===== src/sv/sidelink_subframe_pool_mapper_top_macros.svh =====
// Assertion macros shared by the sidelink subframe pool mapper RTL.
// Each macro expects a clock named clk and an active-low reset named rst_n in scope.
`ifndef SIDELINK_SUBFRAME_POOL_MAPPER_TOP_MACROS_SVH
`define SIDELINK_SUBFRAME_POOL_MAPPER_TOP_MACROS_SVH

// The consequent must hold in the same cycle as the antecedent.
`define SSPM_ASSERT_SAME(lbl, ante, cons, msg) \
    lbl: assert property (@(posedge clk) disable iff (!rst_n) (ante) |-> (cons)) \
        else $error(msg);

// The consequent must hold in the cycle after the antecedent.
`define SSPM_ASSERT_NEXT(lbl, ante, cons, msg) \
    lbl: assert property (@(posedge clk) disable iff (!rst_n) (ante) |=> (cons)) \
        else $error(msg);

`endif


===== src/sv/sspm_pkg.sv =====
// Shared constants and types for the sidelink subframe pool mapper.
// Used by the channel interfaces, the divider and the top level.
`default_nettype none

package sspm_pkg;

    localparam int FRAME_SPAN  = 10240;
    localparam int SYNC_PERIOD = 160;
    localparam int BITMAP_MAX  = 100;
    localparam int BITMAP_LO_W = 64;
    localparam int BITMAP_HI_W = BITMAP_MAX - BITMAP_LO_W;
    localparam int PSSCH_MOD   = 10;

    localparam int SF_W    = 14;
    localparam int PHASE_W = 8;
    localparam int LEN_W   = 7;
    localparam int KMOD_W  = 4;
    localparam int IDX_W   = 15;
    localparam int DATA_W  = 64;
    localparam int CFG_IDX_W = 2;

    // Dividend of the shared divider: up to 99 times the non-sync total.
    localparam int DIVD_W = LEN_W + SF_W;
    localparam int CNT_W  = $clog2(DIVD_W + 1);

    // Non-sync subframes in a span, before the correction for a partial period.
    localparam int NS_BASE  = FRAME_SPAN - FRAME_SPAN / SYNC_PERIOD;
    localparam int SPAN_REM = FRAME_SPAN % SYNC_PERIOD;

    typedef enum logic [CFG_IDX_W-1:0] {
        CFG_SYNC_OFFSET = 2'd0,
        CFG_BITMAP_LEN  = 2'd1,
        CFG_BITMAP_LOW  = 2'd2,
        CFG_BITMAP_HIGH = 2'd3
    } cfg_idx_t;

    typedef struct packed {
        logic              start;
        logic [DIVD_W-1:0] dividend;
        logic [LEN_W-1:0]  divisor;
    } div_req_t;

    typedef struct packed {
        logic              done;
        logic [DIVD_W-1:0] quotient;
        logic [LEN_W-1:0]  remainder;
    } div_rsp_t;

endpackage

`default_nettype wire


===== src/sv/sspm_tick_if.sv =====
// Subframe tick channel of the sidelink subframe pool mapper.
// Depends on sspm_pkg.
`default_nettype none

interface sspm_tick_if
    import sspm_pkg::*;
();
    logic valid;
    logic ready;
    logic restart;

    modport source (output valid, output restart, input ready);
    modport sink (input valid, input restart, output ready);
endinterface

`default_nettype wire


===== src/sv/sspm_result_if.sv =====
// Result channel of the sidelink subframe pool mapper.
// Depends on sspm_pkg.
`default_nettype none

interface sspm_result_if
    import sspm_pkg::*;
();
    logic                    valid;
    logic                    ready;
    logic [SF_W-1:0]         system_subframe;
    logic                    in_pool;
    logic signed [IDX_W-1:0] pool_index;
    logic [KMOD_W-1:0]       pssch_subframe;

    modport source (output valid, output system_subframe, output in_pool,
                    output pool_index, output pssch_subframe, input ready);
    modport sink (input valid, input system_subframe, input in_pool,
                  input pool_index, input pssch_subframe, output ready);
endinterface

`default_nettype wire


===== src/sv/sspm_cfg_if.sv =====
// Configuration write channel of the sidelink subframe pool mapper.
// Depends on sspm_pkg.
`default_nettype none

interface sspm_cfg_if
    import sspm_pkg::*;
();
    logic                 valid;
    logic                 ready;
    logic [CFG_IDX_W-1:0] index;
    logic [DATA_W-1:0]    data;

    modport source (output valid, output index, output data, input ready);
    modport sink (input valid, input index, input data, output ready);
endinterface

`default_nettype wire


===== src/sv/sidelink_subframe_pool_mapper_top.sv =====
// Sidelink subframe pool mapper: one request on the tick channel per system subframe,
// one result per tick on the result channel; registers are written on the cfg channel.
// Setting restart marks the tick as subframe 0 and clears every counter; the span
// wraps by itself after subframe 10239.
// Each tick runs a 21-step restoring division for N_res = non-sync total mod bitmap
// length, then a decision state. A tick that hits a reserved position runs a second
// 21-step division for the next reserved position. Every tick ends by loading its
// result into the output register. tick.ready is high only while the sequencer is
// idle, so a new tick is not accepted until the previous one has loaded its result.
// The result sits in an output register: the next tick is accepted while it waits,
// and a stalled receiver holds up only the final load of the following tick.
// Reset clears all counters and sets the registers to sync_offset 0, bitmap_len 16,
// bitmap_low 0 and bitmap_high 0. The cfg channel is always ready and should be
// written only while no tick is in flight.
// Depends on sspm_pkg, the channel interfaces, sspm_div and the assertion macros.
`default_nettype none

`include "sidelink_subframe_pool_mapper_top_macros.svh"

module sidelink_subframe_pool_mapper_top
    import sspm_pkg::*;
(
    input  wire logic   clk,
    input  wire logic   rst_n,
    sspm_tick_if.sink   tick,
    sspm_result_if.source result,
    sspm_cfg_if.sink    cfg
);

    typedef enum logic [2:0] {
        ST_IDLE,
        ST_MOD,
        ST_DECIDE,
        ST_RES,
        ST_FINISH
    } state_t;

    state_t state_reg, state_next;

    logic [PHASE_W-1:0]     sync_offset_reg, sync_offset_next;
    logic [LEN_W-1:0]       bitmap_len_reg, bitmap_len_next;
    logic [BITMAP_LO_W-1:0] bitmap_low_reg, bitmap_low_next;
    logic [BITMAP_HI_W-1:0] bitmap_high_reg, bitmap_high_next;

    logic [SF_W-1:0]    sf_count_reg, sf_count_next;
    logic [PHASE_W-1:0] phase_reg, phase_next;
    logic [SF_W-1:0]    nonsync_reg, nonsync_next;
    logic [LEN_W-1:0]   rc_reg, rc_next;
    logic [SF_W-1:0]    next_res_reg, next_res_next;
    logic [LEN_W-1:0]   bitmap_pos_reg, bitmap_pos_next;
    logic [SF_W-1:0]    pool_count_reg, pool_count_next;
    logic [KMOD_W-1:0]  pool_mod_reg, pool_mod_next;
    logic [LEN_W-1:0]   n_res_reg, n_res_next;

    logic              res_pool_reg, res_pool_next;
    logic [SF_W-1:0]   res_k_reg, res_k_next;
    logic [KMOD_W-1:0] res_kmod_reg, res_kmod_next;

    logic                    out_valid_reg, out_valid_next;
    logic [SF_W-1:0]         out_sf_reg, out_sf_next;
    logic                    out_pool_reg, out_pool_next;
    logic signed [IDX_W-1:0] out_idx_reg, out_idx_next;
    logic [KMOD_W-1:0]       out_kmod_reg, out_kmod_next;

    logic [LEN_W-1:0]      eff_len;
    logic [PHASE_W-1:0]    eff_off;
    logic [SF_W-1:0]       ns_total;
    logic [BITMAP_MAX-1:0] bitmap;
    logic                  bitmap_hit;
    logic [LEN_W-1:0]      rc_plus;
    logic                  reserve_now;

    div_req_t div_req;
    div_rsp_t div_rsp;

    sspm_div u_div (
        .clk   (clk),
        .rst_n (rst_n),
        .req   (div_req),
        .rsp   (div_rsp)
    );

    always_comb
    begin
        if (bitmap_len_reg == '0)
            eff_len = LEN_W'(1);
        else if (bitmap_len_reg > LEN_W'(BITMAP_MAX))
            eff_len = LEN_W'(BITMAP_MAX);
        else
            eff_len = bitmap_len_reg;

        // The raw offset is below twice the period, so one subtraction wraps it.
        if (sync_offset_reg >= PHASE_W'(SYNC_PERIOD))
            eff_off = sync_offset_reg - PHASE_W'(SYNC_PERIOD);
        else
            eff_off = sync_offset_reg;

        ns_total = SF_W'(NS_BASE) - SF_W'(eff_off < PHASE_W'(SPAN_REM));

        bitmap     = {bitmap_high_reg, bitmap_low_reg};
        bitmap_hit = (bitmap_pos_reg < LEN_W'(BITMAP_MAX)) ? bitmap[bitmap_pos_reg] : 1'b0;
        rc_plus    = rc_reg + LEN_W'(1);

        reserve_now = (n_res_reg != '0) && (rc_reg < n_res_reg) &&
                      (nonsync_reg == next_res_reg);
    end

    always_comb
    begin
        state_next       = state_reg;
        sync_offset_next = sync_offset_reg;
        bitmap_len_next  = bitmap_len_reg;
        bitmap_low_next  = bitmap_low_reg;
        bitmap_high_next = bitmap_high_reg;
        sf_count_next    = sf_count_reg;
        phase_next       = phase_reg;
        nonsync_next     = nonsync_reg;
        rc_next          = rc_reg;
        next_res_next    = next_res_reg;
        bitmap_pos_next  = bitmap_pos_reg;
        pool_count_next  = pool_count_reg;
        pool_mod_next    = pool_mod_reg;
        n_res_next       = n_res_reg;
        res_pool_next    = res_pool_reg;
        res_k_next       = res_k_reg;
        res_kmod_next    = res_kmod_reg;
        out_valid_next   = out_valid_reg;
        out_sf_next      = out_sf_reg;
        out_pool_next    = out_pool_reg;
        out_idx_next     = out_idx_reg;
        out_kmod_next    = out_kmod_reg;
        div_req.start    = 1'b0;
        div_req.dividend = DIVD_W'(ns_total);
        div_req.divisor  = eff_len;

        if (cfg.valid)
        begin
            case (cfg_idx_t'(cfg.index))
                CFG_SYNC_OFFSET: sync_offset_next = cfg.data[PHASE_W-1:0];
                CFG_BITMAP_LEN:  bitmap_len_next  = cfg.data[LEN_W-1:0];
                CFG_BITMAP_LOW:  bitmap_low_next  = cfg.data[BITMAP_LO_W-1:0];
                CFG_BITMAP_HIGH: bitmap_high_next = cfg.data[BITMAP_HI_W-1:0];
                default: ;
            endcase
        end

        if (result.ready)
            out_valid_next = 1'b0;

        case (state_reg)
            ST_IDLE:
            begin
                if (tick.valid)
                begin
                    if (tick.restart || (sf_count_reg >= SF_W'(FRAME_SPAN)))
                    begin
                        sf_count_next   = '0;
                        phase_next      = '0;
                        nonsync_next    = '0;
                        rc_next         = '0;
                        next_res_next   = '0;
                        bitmap_pos_next = '0;
                        pool_count_next = '0;
                        pool_mod_next   = '0;
                    end
                    div_req.start = 1'b1;
                    state_next    = ST_MOD;
                end
            end
            ST_MOD:
            begin
                if (div_rsp.done)
                begin
                    n_res_next = div_rsp.remainder;
                    state_next = ST_DECIDE;
                end
            end
            ST_DECIDE:
            begin
                res_pool_next = 1'b0;
                res_k_next    = '0;
                res_kmod_next = '0;
                state_next    = ST_FINISH;
                if (phase_reg != eff_off)
                begin
                    nonsync_next = nonsync_reg + SF_W'(1);
                    if (reserve_now)
                    begin
                        rc_next          = rc_plus;
                        div_req.start    = 1'b1;
                        div_req.dividend = DIVD_W'(rc_plus) * DIVD_W'(ns_total);
                        div_req.divisor  = n_res_reg;
                        state_next       = ST_RES;
                    end
                    else
                    begin
                        if (bitmap_hit)
                        begin
                            res_pool_next   = 1'b1;
                            res_k_next      = pool_count_reg;
                            res_kmod_next   = pool_mod_reg;
                            pool_count_next = pool_count_reg + SF_W'(1);
                            if (pool_mod_reg == KMOD_W'(PSSCH_MOD - 1))
                                pool_mod_next = '0;
                            else
                                pool_mod_next = pool_mod_reg + KMOD_W'(1);
                        end
                        if ({1'b0, bitmap_pos_reg} + (LEN_W+1)'(1) >= {1'b0, eff_len})
                            bitmap_pos_next = '0;
                        else
                            bitmap_pos_next = bitmap_pos_reg + LEN_W'(1);
                    end
                end
            end
            ST_RES:
            begin
                if (div_rsp.done)
                begin
                    next_res_next = div_rsp.quotient[SF_W-1:0];
                    state_next    = ST_FINISH;
                end
            end
            ST_FINISH:
            begin
                if (!out_valid_reg || result.ready)
                begin
                    out_valid_next = 1'b1;
                    out_sf_next    = sf_count_reg;
                    out_pool_next  = res_pool_reg;
                    out_idx_next   = res_pool_reg ? $signed({1'b0, res_k_reg}) : '1;
                    out_kmod_next  = res_kmod_reg;
                    if (sf_count_reg + SF_W'(1) >= SF_W'(FRAME_SPAN))
                    begin
                        sf_count_next   = '0;
                        phase_next      = '0;
                        nonsync_next    = '0;
                        rc_next         = '0;
                        next_res_next   = '0;
                        bitmap_pos_next = '0;
                        pool_count_next = '0;
                        pool_mod_next   = '0;
                    end
                    else
                    begin
                        sf_count_next = sf_count_reg + SF_W'(1);
                        if (phase_reg == PHASE_W'(SYNC_PERIOD - 1))
                            phase_next = '0;
                        else
                            phase_next = phase_reg + PHASE_W'(1);
                    end
                    state_next = ST_IDLE;
                end
            end
            default:
            begin
                state_next = ST_IDLE;
            end
        endcase
    end

    always_ff @(posedge clk or negedge rst_n)
    begin
        if (!rst_n)
        begin
            state_reg       <= ST_IDLE;
            sync_offset_reg <= '0;
            bitmap_len_reg  <= LEN_W'(16);
            bitmap_low_reg  <= '0;
            bitmap_high_reg <= '0;
            sf_count_reg    <= '0;
            phase_reg       <= '0;
            nonsync_reg     <= '0;
            rc_reg          <= '0;
            next_res_reg    <= '0;
            bitmap_pos_reg  <= '0;
            pool_count_reg  <= '0;
            pool_mod_reg    <= '0;
            n_res_reg       <= '0;
            res_pool_reg    <= 1'b0;
            res_k_reg       <= '0;
            res_kmod_reg    <= '0;
            out_valid_reg   <= 1'b0;
            out_sf_reg      <= '0;
            out_pool_reg    <= 1'b0;
            out_idx_reg     <= '0;
            out_kmod_reg    <= '0;
        end
        else
        begin
            state_reg       <= state_next;
            sync_offset_reg <= sync_offset_next;
            bitmap_len_reg  <= bitmap_len_next;
            bitmap_low_reg  <= bitmap_low_next;
            bitmap_high_reg <= bitmap_high_next;
            sf_count_reg    <= sf_count_next;
            phase_reg       <= phase_next;
            nonsync_reg     <= nonsync_next;
            rc_reg          <= rc_next;
            next_res_reg    <= next_res_next;
            bitmap_pos_reg  <= bitmap_pos_next;
            pool_count_reg  <= pool_count_next;
            pool_mod_reg    <= pool_mod_next;
            n_res_reg       <= n_res_next;
            res_pool_reg    <= res_pool_next;
            res_k_reg       <= res_k_next;
            res_kmod_reg    <= res_kmod_next;
            out_valid_reg   <= out_valid_next;
            out_sf_reg      <= out_sf_next;
            out_pool_reg    <= out_pool_next;
            out_idx_reg     <= out_idx_next;
            out_kmod_reg    <= out_kmod_next;
        end
    end

    assign tick.ready = (state_reg == ST_IDLE);
    assign cfg.ready  = 1'b1;

    assign result.valid           = out_valid_reg;
    assign result.system_subframe = out_sf_reg;
    assign result.in_pool         = out_pool_reg;
    assign result.pool_index      = out_idx_reg;
    assign result.pssch_subframe  = out_kmod_reg;

    `SSPM_ASSERT_SAME(a_div_done_waited, div_rsp.done,
        state_reg == ST_MOD || state_reg == ST_RES,
        "divider finished while the sequencer was not waiting for it")
    `SSPM_ASSERT_SAME(a_pool_fields, result.valid && !result.in_pool,
        result.pool_index == '1 && result.pssch_subframe == '0,
        "subframe outside the pool carries a pool index")
    `SSPM_ASSERT_SAME(a_pssch_range, result.valid && result.in_pool,
        result.pssch_subframe < KMOD_W'(PSSCH_MOD) && !result.pool_index[IDX_W-1],
        "pool subframe result out of range")
    `SSPM_ASSERT_NEXT(a_phase_follows, state_reg == ST_FINISH && state_next == ST_IDLE,
        phase_reg < PHASE_W'(SYNC_PERIOD) && sf_count_reg < SF_W'(FRAME_SPAN),
        "subframe counters left their span")

endmodule

`default_nettype wire


===== src/sv/sspm_div.sv =====
// Restoring divider, one quotient bit per cycle, shared by the mapper sequencer.
// Depends on sspm_pkg for widths and the request and response structs.
`default_nettype none

module sspm_div
    import sspm_pkg::*;
(
    input  wire logic     clk,
    input  wire logic     rst_n,
    input  wire div_req_t req,
    output div_rsp_t      rsp
);

    logic [DIVD_W-1:0] quo_reg;
    logic [LEN_W-1:0]  rem_reg;
    logic [LEN_W-1:0]  dsr_reg;
    logic [CNT_W-1:0]  cnt_reg;
    logic              busy_reg;
    logic              done_reg;

    logic [LEN_W:0] rem_shift;
    logic           fits;
    logic [LEN_W:0] rem_step;

    always_comb
    begin
        rem_shift = {rem_reg, quo_reg[DIVD_W-1]};
        fits      = (rem_shift >= {1'b0, dsr_reg});
        rem_step  = fits ? (rem_shift - {1'b0, dsr_reg}) : rem_shift;
    end

    always_ff @(posedge clk or negedge rst_n)
    begin
        if (!rst_n)
        begin
            quo_reg  <= '0;
            rem_reg  <= '0;
            dsr_reg  <= '0;
            cnt_reg  <= '0;
            busy_reg <= 1'b0;
            done_reg <= 1'b0;
        end
        else if (req.start)
        begin
            quo_reg  <= req.dividend;
            rem_reg  <= '0;
            dsr_reg  <= req.divisor;
            cnt_reg  <= CNT_W'(DIVD_W);
            busy_reg <= 1'b1;
            done_reg <= 1'b0;
        end
        else if (busy_reg)
        begin
            // The partial remainder always stays below the divisor, so it fits.
            quo_reg <= {quo_reg[DIVD_W-2:0], fits};
            rem_reg <= rem_step[LEN_W-1:0];
            cnt_reg <= cnt_reg - CNT_W'(1);
            if (cnt_reg == CNT_W'(1))
            begin
                busy_reg <= 1'b0;
                done_reg <= 1'b1;
            end
        end
        else
        begin
            done_reg <= 1'b0;
        end
    end

    assign rsp.done      = done_reg;
    assign rsp.quotient  = quo_reg;
    assign rsp.remainder = rem_reg;

endmodule

`default_nettype wire


===== src/flat_wrapper.sv =====
// flat-port wrapper written by rule: the top's interface ports become plain ports
module sidelink_subframe_pool_mapper_top_flat import sspm_pkg::*;
  (clk, rst_n, tick_valid, tick_restart, tick_ready, result_valid, result_system_subframe, result_in_pool, result_pool_index, result_pssch_subframe, result_ready, cfg_valid, cfg_index, cfg_data, cfg_ready);
  sspm_tick_if tick_i ();
  sspm_result_if result_i ();
  sspm_cfg_if cfg_i ();
  input  wire logic clk;
  input  wire logic rst_n;
  input wire logic [$bits(tick_i.valid)-1:0] tick_valid;
  input wire logic [$bits(tick_i.restart)-1:0] tick_restart;
  output wire logic [$bits(tick_i.ready)-1:0] tick_ready;
  output wire logic [$bits(result_i.valid)-1:0] result_valid;
  output wire logic [$bits(result_i.system_subframe)-1:0] result_system_subframe;
  output wire logic [$bits(result_i.in_pool)-1:0] result_in_pool;
  output wire logic [$bits(result_i.pool_index)-1:0] result_pool_index;
  output wire logic [$bits(result_i.pssch_subframe)-1:0] result_pssch_subframe;
  input wire logic [$bits(result_i.ready)-1:0] result_ready;
  input wire logic [$bits(cfg_i.valid)-1:0] cfg_valid;
  input wire logic [$bits(cfg_i.index)-1:0] cfg_index;
  input wire logic [$bits(cfg_i.data)-1:0] cfg_data;
  output wire logic [$bits(cfg_i.ready)-1:0] cfg_ready;
  assign tick_i.valid = tick_valid;
  assign tick_i.restart = tick_restart;
  assign tick_ready = tick_i.ready;
  assign result_valid = result_i.valid;
  assign result_system_subframe = result_i.system_subframe;
  assign result_in_pool = result_i.in_pool;
  assign result_pool_index = result_i.pool_index;
  assign result_pssch_subframe = result_i.pssch_subframe;
  assign result_i.ready = result_ready;
  assign cfg_i.valid = cfg_valid;
  assign cfg_i.index = cfg_index;
  assign cfg_i.data = cfg_data;
  assign cfg_ready = cfg_i.ready;
  sidelink_subframe_pool_mapper_top u_core (.clk(clk), .rst_n(rst_n), .tick(tick_i), .result(result_i), .cfg(cfg_i));
endmodule

===== config.mk =====
export PLATFORM = sky130hd
export DESIGN_NAME = sidelink_subframe_pool_mapper_top_flat
export DESIGN_NICKNAME = d
export VERILOG_FILES = /design/src/sv/sspm_pkg.sv /design/src/sv/sspm_tick_if.sv /design/src/sv/sspm_result_if.sv /design/src/sv/sspm_cfg_if.sv /design/src/sv/sidelink_subframe_pool_mapper_top.sv /design/src/sv/sspm_div.sv /design/src/flat_wrapper.sv
export VERILOG_INCLUDE_DIRS = /design/src /design/src/sv
export SDC_FILE = /design/constraint.sdc
export NUM_CORES = 1
export LEC_CHECK = 0
export BUFFER_PORTS_ARGS = -buffer_cell sky130_fd_sc_hd__clkbuf_2
export CORE_AREA = 2 2 174 176
export DETAILED_ROUTE_END_ITERATION = 10
export DIE_AREA = 0 0 176 178
export PLACE_DENSITY = 0.85
export SKIP_LAST_GASP = 1
export SYNTH_ARGS = -nofsm -noshare
export SYNTH_HDL_FRONTEND = slang
export SYNTH_HIERARCHICAL = 1
export SYNTH_SLANG_ARGS = --single-unit

===== constraint.sdc =====
create_clock -name clk -period 4.8 [get_ports clk]
set_clock_uncertainty 0.15 [all_clocks]
set_input_delay 0.24 -clock clk [delete_from_list [all_inputs] [get_ports clk]]
set_output_delay 0.24 -clock clk [all_outputs]
set_load 0.01 [all_outputs]

==> results of run 1 <==
## stage by stage
| step | hold WS, ns | cells |
|---|---|---|
| after floorplan | -0.206 | 1497 |
| after global placement | 0.222 | 1967 |
| after detailed placement | 0.221 | 1967 |
| after CTS | 0.0735 | 2091 |
| after global routing | 0.108 | 2093 |
| final | 0.0911 | 2093 |
## area by class of cell
class | count | area share
repair buffers | 225 | 0.0858
inverters | 71 | 0.0143
clock buffers | 48 | 0.0507
multi-input cells | 1047 | 0.417
flip-flops and latches | 303 | 0.399
clock inverters | 9 | 0.00717
well taps | 390 | 0.0257
## kinds of logic after synthesis
logic type	Yosys count	share of synthesized area
mux	184	0.146
other cells	2	0.000472
simple gates	437	0.131
buf+inv	147	0.0382
flops	303	0.477
fa+ha+maj	80	0.0686
compound gates	280	0.107
xor+xnor	59	0.0325
## worst reg2reg max path: cells and delay by family, from the launching register on
kind | cells | cell delay, ns
AOI/OAI and AO/OA | 3 | 0.50
xor gates and xnor gates | 1 | 0.19
adders and majority gates | 7 | 2.42
buffers and inverters | 5 | 0.23
DFF | 1 | 0.43
and+or+nand+nor | 6 | 0.86
## worst max path at each step
stage                                to  slack [ns]  depth (start not counted)
2_1_floorplan  u_core/u_div/quo_reg[18]       -0.07                         22
6_report       u_core/u_div/quo_reg[18]       -0.08                         22
5_1_grt        u_core/u_div/quo_reg[18]       -0.25                         21
3_5_place_dp   u_core/u_div/quo_reg[19]       -0.17                         20
4_1_cts        u_core/u_div/quo_reg[18]       -0.11                         22
3_3_place_gp   u_core/u_div/quo_reg[18]       -0.03                         20
## power by group
part	total, µW	internal (µW)	switching [µW]
clock	2620	1560	1060
sequential	3480	3070	410
combinational	3710	1800	1910
total	9810	6430	3380
## layer usage
| layer | wire (µm) | vias to the layer above | global-route usage |
|---|---|---|---|
| met5 | 0 | - | 0 |
| met4 | 1230 | 0 | 0.0882 |
| met3 | 1930 | 83 | 0.0322 |
| met2 | 19300 | 414 | 0.450 |
| met1 | 15500 | 5961 | 0.309 |
| li1 | - | 5626 | - |
## cells in the mapped netlist (11+ instances only)
| library cell | instances | area (µm²) |
|---|---|---|
| a21o_1 | 12 | 90.1 |
| nor2b_1 | 27 | 169 |
| xnor2_1 | 38 | 333 |
| and3_1 | 19 | 119 |
| mux2i_1 | 27 | 270 |
| o31ai_1 | 13 | 97.6 |
| nand4_1 | 15 | 93.8 |
| xor2_1 | 21 | 184 |
| a22o_1 | 19 | 166 |
| fa_1 | 12 | 240 |
| ha_1 | 68 | 851 |
| nand3_1 | 33 | 165 |
| nand2_1 | 176 | 661 |
| a21oi_1 | 23 | 115 |
| mux2_2 | 132 | 1490 |
| mux4_2 | 25 | 563 |
| o21ai_0 | 162 | 811 |
| clkbuf_1 | 52 | 195 |
| inv_1 | 70 | 263 |
| buf_2 | 11 | 55.1 |
| nor3_1 | 20 | 100 |
| nand2b_1 | 21 | 131 |
| nor2_1 | 79 | 297 |
| dfrtp_1 | 302 | 7560 |
## repair_timing
item / 4_1_cts / 5_1_grt
pin swaps: 9 / 6
gates resized for setup: 8 / 8
hold buffers: 67 / 0
hold endpoints to repair: 230 / 0
setup buffers: 0 / 2
setup endpoints to repair: 3 / 5
==> results.yml, run 1 <==
global_routing:
  grt_overflow: 0
  grt_usage: 0.249
  grt_max_degree: 117
  first_global_vias: 12500
  grt_pass1_wl_um: 63100
  antenna_found_initial: 0
synth:
  synth.distinct_cells: 72
  syn_inst: 1492
  netlist_area_um2: 15900
  yosysWarnings: 6
  yosysSeqAreaShare: 0.477
  ys_ff_latch: 303
  async_reset_ff_frac: 1.00
  syn_area_per_cell_um2: 10.7
  synth_edf_count: 0
  yosys_most_used_dff: "dfrtp_1"
cells_and_area:
  final_util: 0.647
  seq_area_um2: 7590
  nets: 1834
  largest_register_ffs: 64
  drive_gt1_frac: 0.240
  multi_input_area_um2: 7940
  final_cell_mix: "dfrtp_1 (298), nand2_1 (176), o21ai_0 (157)"
  antenna_cells: 0
  final_area_um2: 19000
  fillers: 2062
  final_common_cell: "dfrtp_1"
  area_delta_synth_final_pct: 19.5
place:
  numPortBuffers: 107
  post-dp-hpwl_um: 23400
  place_ws_ns: -0.171
  gp_congestion: 0.859
  place_area_um2: 17200
floorplanning:
  rows: 63
  die_w_um: 176
  initial_core_util: 0.541
  die_height_um: 178
  ioPinCount: 109
  core_um2: 29400
  fp.dieArea_um2: 31300
power:
  p_leak_uw: 0.00877
  max-vdd-ir-drop_mv: 0.398
  total_power_uw: 9810
  power_density_nw_per_um2: 516
timing:
  max_clock_freq_mhz: 205
  setup_tns_ns: -0.0774
  setup_violations: 1
  slew_viol_final: 0
  finalHoldViolations: 0
  slew_headroom: 0.341
  rsz0062_at_grt: "true"
  tightest_slew_ns: 0.988
  layout_setup_ws_ns: -0.0774
  period_minus_slack_ns: 4.88
  period_share: 1.02
worst_setup_path:
  cp_data_required_time_ns: 5.02
  cp_max_fo: 3
  crit_buf_inv: 5
  rr_worst_depth: 22
  crit_path_end_kind: "flop"
  critPathTopFamily: "adder cells"
  crit_top_cell: "ha_4"
  arrival_ns: 5.09
  timing.rr.end: "u_core/u_div/quo_reg[18]"
  reg2reg_from: "u_core/rc_reg[1]"
  start_kind: "flop"
  crit_slowest_cell: "fa_1"
  crit_path_max_incr_delay_ns: 0.50
  crit_chain: "ha_4, nand3_4, nor2_4, xor2_4, ha_4, inv_4, ha_4, inv_4, fa_1, inv_1, fa_1, inv_1, fa_1, inv_2, ha_4, and2_4, o41ai_4, o21ai_2, or3_1, and3_1, nand2_1, o21ai_1"
  critPathLaunch: "u_core/rc_reg[1]"
  crit_type: "flop to flop"
  r2r_setup_slack_ns: -0.08
cts:
  cts_tree: "yes"
  clk_latency_ns: 0.52
  cts.clk_slew.worst_paths_ns: 0.06
  cts.sinks: 303
  numCtsBuffers: 34
  cts-root-buf: "clkbuf_16"
  clock_path_buffers: 3
  htreeDepth: 2
min_path:
  hold_path_end: "u_core/sync_offset_reg[5]"
  hp-class: "input pin to flop"
  worstHoldPathCells: 4
  hold_path.startpoint: "cfg_index[0]"
route:
  wl_per_cell_um: 18.1
  routed_via_density: 5.77
  drc_errors: 0
  ant_nets: 0
  drt_iter0_drc: 1110
  dr.pass1.iters: 6
  wirelength_um: 37900
  vias: 12100
status:
  outcome: "finished, violations left"
  violations: "setup timing"
flow_run:
  cap_violations: 0
(Power assumes the default switching activity.)
==> run 2, diff against run 1 <==
- ABC_AREA: unset -> 1
- CORE_AREA: 2 2 174 176 -> 2 2 176 178
- DIE_AREA: 0 0 176 178 -> 0 0 178 180
- PLACE_DENSITY: 0.85 -> 0.87
==> run 2 against run 1 <==
The flow finishes with violations (DRC, setup timing); clock-buffer cell count is 2 lower; area after synthesis is 4.8% higher; setup slack got worse by 0.028 ns; non-clock buffer count decreased by 12; hold slack worse by 0.067 ns; cell area is 3.9% higher; total power rose by 4.4%; fmax is 0.57% lower; sequential power barely moved; critical endpoint unchanged; largest power group unchanged; highest routed layer unchanged.
==> results.yml, run 2 <==
status:
  outcome: "finished, violations left"
  violations: "DRC, setup timing"
route:
  drc_errors: 1
  ant_nets: 0
  dr.pass1.iters: 9
  wl_per_cell_um: 16.8
  routed_via_density: 5.75
  wirelength_um: 44500
  drt_iter0_drc: 1659
  vias: 15300
worst_setup_path:
  critPathLaunch: "u_core/rc_reg[1]"
  r2r_setup_slack_ns: -0.11
  arrival_ns: 5.13
  critPathTopFamily: "adder cells"
  timing.rr.end: "u_core/u_div/quo_reg[18]"
  crit_slowest_cell: "fa_1"
  start_kind: "flop"
  crit_path_max_incr_delay_ns: 0.51
  cp_data_required_time_ns: 5.02
  crit_buf_inv: 7
  rr_worst_depth: 25
  reg2reg_from: "u_core/rc_reg[1]"
  cp_max_fo: 4
  crit_top_cell: "ha_4"
  crit_type: "flop to flop"
  crit_path_end_kind: "flop"
synth:
  netlist_area_um2: 16700
  syn_inst: 2059
  ys_ff_latch: 303
  synthTopCellsByCount: "nand2_1 (597), dfrtp_1 (302), inv_1 (222)"
  yosys_most_used_dff: "dfrtp_1"
  synth_most_common_cell: "nand2_1"
  yosysWarnings: 6
  synth_edf_count: 0
  async_reset_ff_frac: 1.00
  synth_area_leader_cell: "dfrtp_1"
  synth.distinct_cells: 51
  yosysSeqAreaShare: 0.455
  synth_area_leaders: "dfrtp_1 (45%), nand2_1 (13%), o21ai_0 (5.6%)"
  synth.top_cell.area_share: 0.453
  syn_area_per_cell_um2: 8.10
timing:
  finalHoldViolations: 0
  period_minus_slack_ns: 4.91
  period_share: 1.02
  slew_headroom: 0.256
  setup_violations: 4
  max_clock_freq_mhz: 204
  slew_viol_final: 0
  tightest_slew_ns: 1.12
  rsz0062_at_grt: "true"
  layout_setup_ws_ns: -0.105
global_routing:
  first_global_vias: 15100
  grt_pass1_wl_um: 72700
  grt_max_degree: 128
  grt_usage: 0.276
  antenna_found_initial: 3
  grt_overflow: 0
cts:
  cts.clk_slew.worst_paths_ns: 0.07
  cts_tree: "yes"
  numCtsBuffers: 34
  htreeDepth: 2
  cts.sinks: 303
  clock_path_buffers: 3
  clk_latency_ns: 0.52
  cts-root-buf: "clkbuf_16"
floorplanning:
  rows: 64
  die_w_um: 178
  fp.dieArea_um2: 32000
  ioPinCount: 109
  initial_core_util: 0.552
  die_height_um: 180
  core_um2: 30200
cells_and_area:
  final_common_cell: "nand2_1"
  largest_register_ffs: 64
  final_util: 0.655
  final_cell_mix: "nand2_1 (594), dfrtp_1 (300), inv_1 (215)"
  area_delta_synth_final_pct: 18.5
  drive_gt1_frac: 0.149
  nets: 2383
place:
  gp_congestion: 0.914
  post-dp-hpwl_um: 27200
  numPortBuffers: 107
min_path:
  worstHoldPathCells: 3
  hp-class: "input pin to flop"
  hold_path.startpoint: "cfg_data[0]"
  hold_path_end: "u_core/bitmap_low_reg[0]"
power:
  total_power_uw: 10200
  power_density_nw_per_um2: 518
  p_leak_uw: 0.0100
  max-vdd-ir-drop_mv: 0.391
flow_run:
  cap_violations: 0
==> run 2: cell count changes after synthesis, moves of 29 or more <==
cell and delta:
nand3_1 +80, nand2_1 +421, inv_1 +152, a21oi_1 +44
mux2_2 -106, xnor2_1 -29, nor2_1 +42
==> run 2: layer usage <==
layer / part of all wire / GRT usage / vias to the layer above
met4: 0.050 / 0.134 / 0
met2: 0.49 / 0.460 / 839
met1: 0.38 / 0.340 / 7194
met3: 0.084 / 0.0590 / 217
met5: 0 / 0 / -
li1: - / - / 7008
==> run 2: power by group <==
| part | switching, µW | internal (µW) |
|---|---|---|
| registers | 366 | 3110 |
| clock network | 1080 | 1810 |
| logic | 2640 | 1250 |
==> run 2: how the worst max path moves through the flow <==
stage	endpoint	cells after the start
floorplan	u_core/u_div/quo_reg[20]	26
global placement	u_core/u_div/quo_reg[20]	26
detailed placement	u_core/u_div/quo_reg[20]	26
CTS	u_core/u_div/quo_reg[18]	25
global route	u_core/u_div/quo_reg[19]	24
finish	u_core/u_div/quo_reg[18]	25
==> run 2: final cells by class <==
class | instances | area, µm²
well taps | 396 | 495
clock buffers | 46 | 977
diodes | 3 | 7.51
flip-flops and latches | 303 | 7590
inverters | 235 | 887
fillers | 2122 | 10400
clock inverters | 15 | 256
repair buffers | 213 | 1520
multi-input cells | 1444 | 8040
==> run 2: cells by family after synthesis <==
group,synth area share
simple gates,0.247
compound gates,0.106
buf+inv,0.0780
flops,0.455
fa+ha+maj,0.0654
xor+xnor,0.0299
mux,0.0176
other cells,0.000450
==> run 2: worst register-to-register path: stages (launching register included) <==
cell and delay, ns:
dfrtp_1 0.39, ha_4 0.18, nand3_4 0.07, nand3b_1 0.20
xor2_2 0.21, inv_2 0.07, ha_4 0.29, inv_4 0.04
ha_4 0.27, inv_4 0.04, fa_1 0.47, inv_1 0.05
fa_1 0.49, inv_2 0.04, fa_1 0.51, inv_2 0.05
ha_4 0.24, a21oi_4 0.16, o21ai_2 0.08, a21oi_2 0.17
o21ai_2 0.09, buf_4 0.13, nor2_2 0.12, nor3_2 0.06
nand2_1 0.13, o221ai_2 0.10
==> run 2: repair_timing <==
action	4_1_cts	5_1_grt
cloned	0	0
setup buffers	7	1
hold buffers	65	0
gates resized for setup	14	26
setup endpoints to repair	8	8
endpoints found under the hold margin	236	0
pin swaps	21	23
==> run 2: metrics by stage <==
step	cell area, µm²	std cells	hold slack, ns	setup slack, ns	setup TNS, ns
floorplan	16700	2064	-0.206	-0.0314	-0.0314
global placement	17600	2518	0.262	-0.0792	-0.0816
detailed placement	17600	2518	0.268	-0.213	-0.918
CTS	19600	2651	0.0200	-0.0171	-0.0278
global route	19800	2655	0.0171	-0.363	-1.75
finish	19800	2655	0.0241	-0.105	-0.286
